===== src/stable_rank_argsort_core_macros.svh =====
// Assertion macros for the module that checks itself, stable_rank_argsort_core.
`ifndef STABLE_RANK_ARGSORT_CORE_MACROS_SVH
`define STABLE_RANK_ARGSORT_CORE_MACROS_SVH

// The consequent holds in the same cycle as the antecedent.
`define SRAC_ASSERT_NOW(label, ante, cons, msg) \
  label: assert property (@(posedge clk) disable iff (rst) (ante) |-> (cons)) \
    else $error(msg);

// The consequent holds in the cycle after the antecedent.
`define SRAC_ASSERT_NEXT(label, ante, cons, msg) \
  label: assert property (@(posedge clk) disable iff (rst) (ante) |=> (cons)) \
    else $error(msg);

`endif


===== src/srac_pkg.sv =====
package srac_pkg;

  localparam int DEF_MAX_LEN   = 64;
  localparam int DEF_KEY_WIDTH = 32;
  localparam int IN_KEY_WIDTH  = 32;
  localparam int EXT_WIDTH     = 64;
  localparam int IDX_WIDTH     = 6;
  localparam int CNT_WIDTH     = 7;

  typedef struct packed {
    logic ins;
    logic pop;
  } srac_ctl_t;

  typedef enum logic [1:0] {
    ST_LOAD  = 2'b01,
    ST_DRAIN = 2'b10
  } srac_state_t;

endpackage


===== src/srac_cell.sv =====
module srac_cell
  import srac_pkg::*;
#(
  parameter int KEY_WIDTH = DEF_KEY_WIDTH
) (
  input  logic                 clk,
  input  srac_ctl_t            ctl,
  input  logic                 occupied,
  input  logic [KEY_WIDTH-1:0] new_key,
  input  logic [IDX_WIDTH-1:0] new_idx,
  input  logic                 prev_gt,
  input  logic [KEY_WIDTH-1:0] prev_key,
  input  logic [IDX_WIDTH-1:0] prev_idx,
  input  logic [KEY_WIDTH-1:0] next_key,
  input  logic [IDX_WIDTH-1:0] next_idx,
  output logic                 gt,
  output logic [KEY_WIDTH-1:0] key,
  output logic [IDX_WIDTH-1:0] idx
);

  // A stored key strictly greater than the new one moves one place down the row.
  assign gt = occupied && ($signed(new_key) < $signed(key));

  always_ff @(posedge clk) begin
    if (ctl.pop) begin
      key <= next_key;
      idx <= next_idx;
    end else if (ctl.ins && (!occupied || gt)) begin
      if (prev_gt) begin
        key <= prev_key;
        idx <= prev_idx;
      end else begin
        key <= new_key;
        idx <= new_idx;
      end
    end
  end

endmodule


===== config.mk =====
export PLATFORM = sky130hd
export DESIGN_NAME = srac_cell
export DESIGN_NICKNAME = d
export VERILOG_FILES = /design/src/stable_rank_argsort_core_macros.svh /design/src/srac_pkg.sv /design/src/srac_cell.sv
export SDC_FILE = /design/constraint.sdc
export NUM_CORES = 1
export LEC_CHECK = 0
export BUFFER_PORTS_ARGS = -buffer_cell sky130_fd_sc_hd__buf_2
export CAP_MARGIN = 5
export CORE_MARGIN = 2
export CORE_UTILIZATION = 48
export CTS_CLUSTER_SIZE = 16
export DETAILED_ROUTE_END_ITERATION = 6
export PLACE_DENSITY = 0.86
export SLEW_MARGIN = 25
export SYNTH_ARGS = -nofsm -noshare
export SYNTH_HDL_FRONTEND = slang
export SYNTH_SLANG_ARGS = --single-unit

===== constraint.sdc =====
create_clock -name clk -period 6.83 [get_ports clk]
set_input_delay 1.366 -clock clk [delete_from_list [all_inputs] [get_ports clk]]
set_output_delay 1.366 -clock clk [all_outputs]
set_load 0.02 [all_outputs]

==> results.yml <==
cells_and_area:
  seqCellArea_mm2: 0.00114
  finish.utilization_pct: 66.2
  areaGrowthSynthToFinish_pct: 33.1
  drive_gt1_share_pct: 39.1
  final_cell_mix: "buf_2, nand2_1, mux2i_1, edfxtp_1, inv_1"
  final_common_cell: "buf_2"
  nFillCells: 475
  multiInputGateArea_mm2: 0.00145
  diodes: 0
  instances_no_fill: 507
  final_area_mm2: 0.00367
  nets: 585
sta:
  setup_tns_ns: 0
  grt_setup_unrepaired: "no"
  clock_skew_ns: 0.00562
  setup_ws_ns: 2.52
  hold_ws_ns: 1.37
  min_period_ns: 4.31
  max_slew_margin_pct: 44.0
  fmax_ghz: 0.232
  tightest_slew_ns: 0.840
  fin_crit_sh_pct: 63.2
  setup_viol: 0
  hold_viol_final: 0
  finalMaxSlewViolations: 0
routing:
  wl_per_cell_um: 13.9
  viasPerCell: 5.05
  drt_iter0_markers: 54
  dr.pass1.iters: 4
  via_count: 2559
  drcViolationCount: 0
  drt_wl_total_mm: 7.05
  antenna_left: 0
logic_synthesis:
  yosysWarnings: 0
  ys_types: 28
  syn_area_mm2: 0.00276
  ys_seq_area_share_pct: 41.4
  syn_area_per_cell_um2: 9.77
  synth_seq_cells: 38
  syn_nets: 432
  synth_cells: 282
place:
  portBuffers: 157
  placed_area_mm2: 0.00359
  dpl_worst_slack_ns: 2.51
  gp_congestion: 0.789
  dpl.cell_count: 500
  hpwl_mm: 5.66
die:
  core-area_mm2: 0.00554
  start_util_pct: 49.8
  ios: 158
  die_area_mm2: 0.00636
  rows: 27
  dieWidth_um: 79.8
  die_h_um: 79.8
global_route:
  antenna_found_initial: 0
  first_global_vias: 2564
  grt_pass1_wl_mm: 11.0
  grt_remaining_overflow: 0
  grt_max_degree: 77
  grt.total_usage_pct: 22.4
outcome:
  outcome: "finished, final reports clean"
clock_network:
  htreeDepth: 2
  clk_latency_ns: 0.28
  numCtsBuffers: 5
  clkTransAtPathRegs_ns: 0.07
  ctsResizeCount: 0
  cts_hold_buf: 0
  cts.sinks: 38
  post_cts_buffers: 0
  cts-root-buf: "clkbuf_8"
  cts_tree: "done"
  max-clock-path-buffers: 2
pwr:
  leakagePower_nw: 1.92
  power_frac_comb_pct: 33.9
  power.switching_uw: 224
  p_int_uw: 459
  switching_share_pct: 32.8
  p_total_uw: 683
  ir_worst_vdd_v: 0.000131
  p_seq_share_pct: 44.9
  power_density_mw_per_mm2: 186
  clkPwrFrac_pct: 21.3
critical_path:
  path_cells: "buf_2, ha_1, a211oi_2, o21ai_0, o211ai_2, o211ai_2, o22ai_1, and2_1, buf_2"
  critPathArrivalTime_ns: 2.95
  required_ns: 5.46
  worst_setup_path_start_kind: "primary input"
  cpPeakStageDelay_ns: 0.31
  critical-path-slowest-cell: "ha_1"
  crit_path_max_fanout: 2
  crit_type: "primary input to primary output"
  end_kind: "primary output"
hold_path:
  worstHoldPathType: "primary input to flip-flop"
run:
  maxCapViolCount: 0
[state kept, by name, indices dropped and copies added, names as in the netlist]
signal,flops
idx,6
key,32
[cells in the mapped netlist, drive strengths merged]
cell / count / area (um^2)
a2111o: 1 / 11.3
a211o: 1 / 8.76
a211oi: 1 / 12.5
a21o: 3 / 22.5
a21oi: 12 / 71.3
a31oi: 1 / 6.26
and2: 1 / 6.26
buf: 4 / 20.0
clkbuf: 8 / 30.0
edfxtp: 38 / 1140
ha: 31 / 388
inv: 32 / 120
mux2i: 38 / 380
nand2: 46 / 173
nand2b: 2 / 20.0
nand3: 1 / 5.00
nand4: 5 / 31.3
nor2: 4 / 15.0
nor2b: 1 / 6.26
nor3: 1 / 10.0
o211ai: 3 / 32.5
o21ai: 45 / 225
o21bai: 1 / 7.51
o22ai: 2 / 12.5
[final cells by class]
class                      instances  share of cell area [%]
clock buffer                       7                    2.08
inverter                          32                    3.27
multi-input combinational        200                    39.4
sequential                        38                    31.1
tap                               72                    2.45
timing repair buffer             158                    21.7
[power by group through the flow]
stage | sequential (mW) | clock [mW] | combinational, mW
floorplan | 0.346 | 0 | 0.106
global placement | 0.309 | 0 | 0.224
detailed placement | 0.312 | 0 | 0.233
CTS | 0.306 | 0.149 | 0.234
global route | 0.309 | 0.155 | 0.259
finish | 0.306 | 0.145 | 0.231
[kinds of logic (layout without fill, tap and decap cells)]
group | after synthesis | after routing | share of synthesized area (%)
buffers and inverters | 44 | 197 | 6.17
adders and majority gates | 31 | 31 | 14.1
and+or+nand+nor | 61 | 61 | 9.67
muxes | 38 | 38 | 13.8
AOI/OAI and AO/OA | 70 | 70 | 14.9
DFF | 38 | 38 | 41.4
[final timing paths]
path	endpoint	slack [ns]	depth (start not counted)	start
max	gt	2.52	9	new_key[21]
max reg2reg	key[0]	4.14	8	key[25]
min	key[7]	1.37	3	next_key[7]
min reg2reg	key[19]	1.75	4	key[31]
[routing by layer]
metal	track usage (%)	share of wire (%)	vias to the layer above
li1	-	-	1311
met1	24.6	40	1142
met2	42.7	52	98
met3	4.86	6.5	8
met4	6.78	1.4	0
met5	0	0	-
[critical path: cells and delay by family]
| kind | cells | cell delay [ns] |
|---|---|---|
| AOI/OAI and AO/OA | 5 | 0.86 |
| adders and majority gates | 1 | 0.31 |
| buffers and inverters | 2 | 0.25 |
| and+or+nand+nor | 1 | 0.15 |
Note: power is estimated with default switching activity, not from simulation.
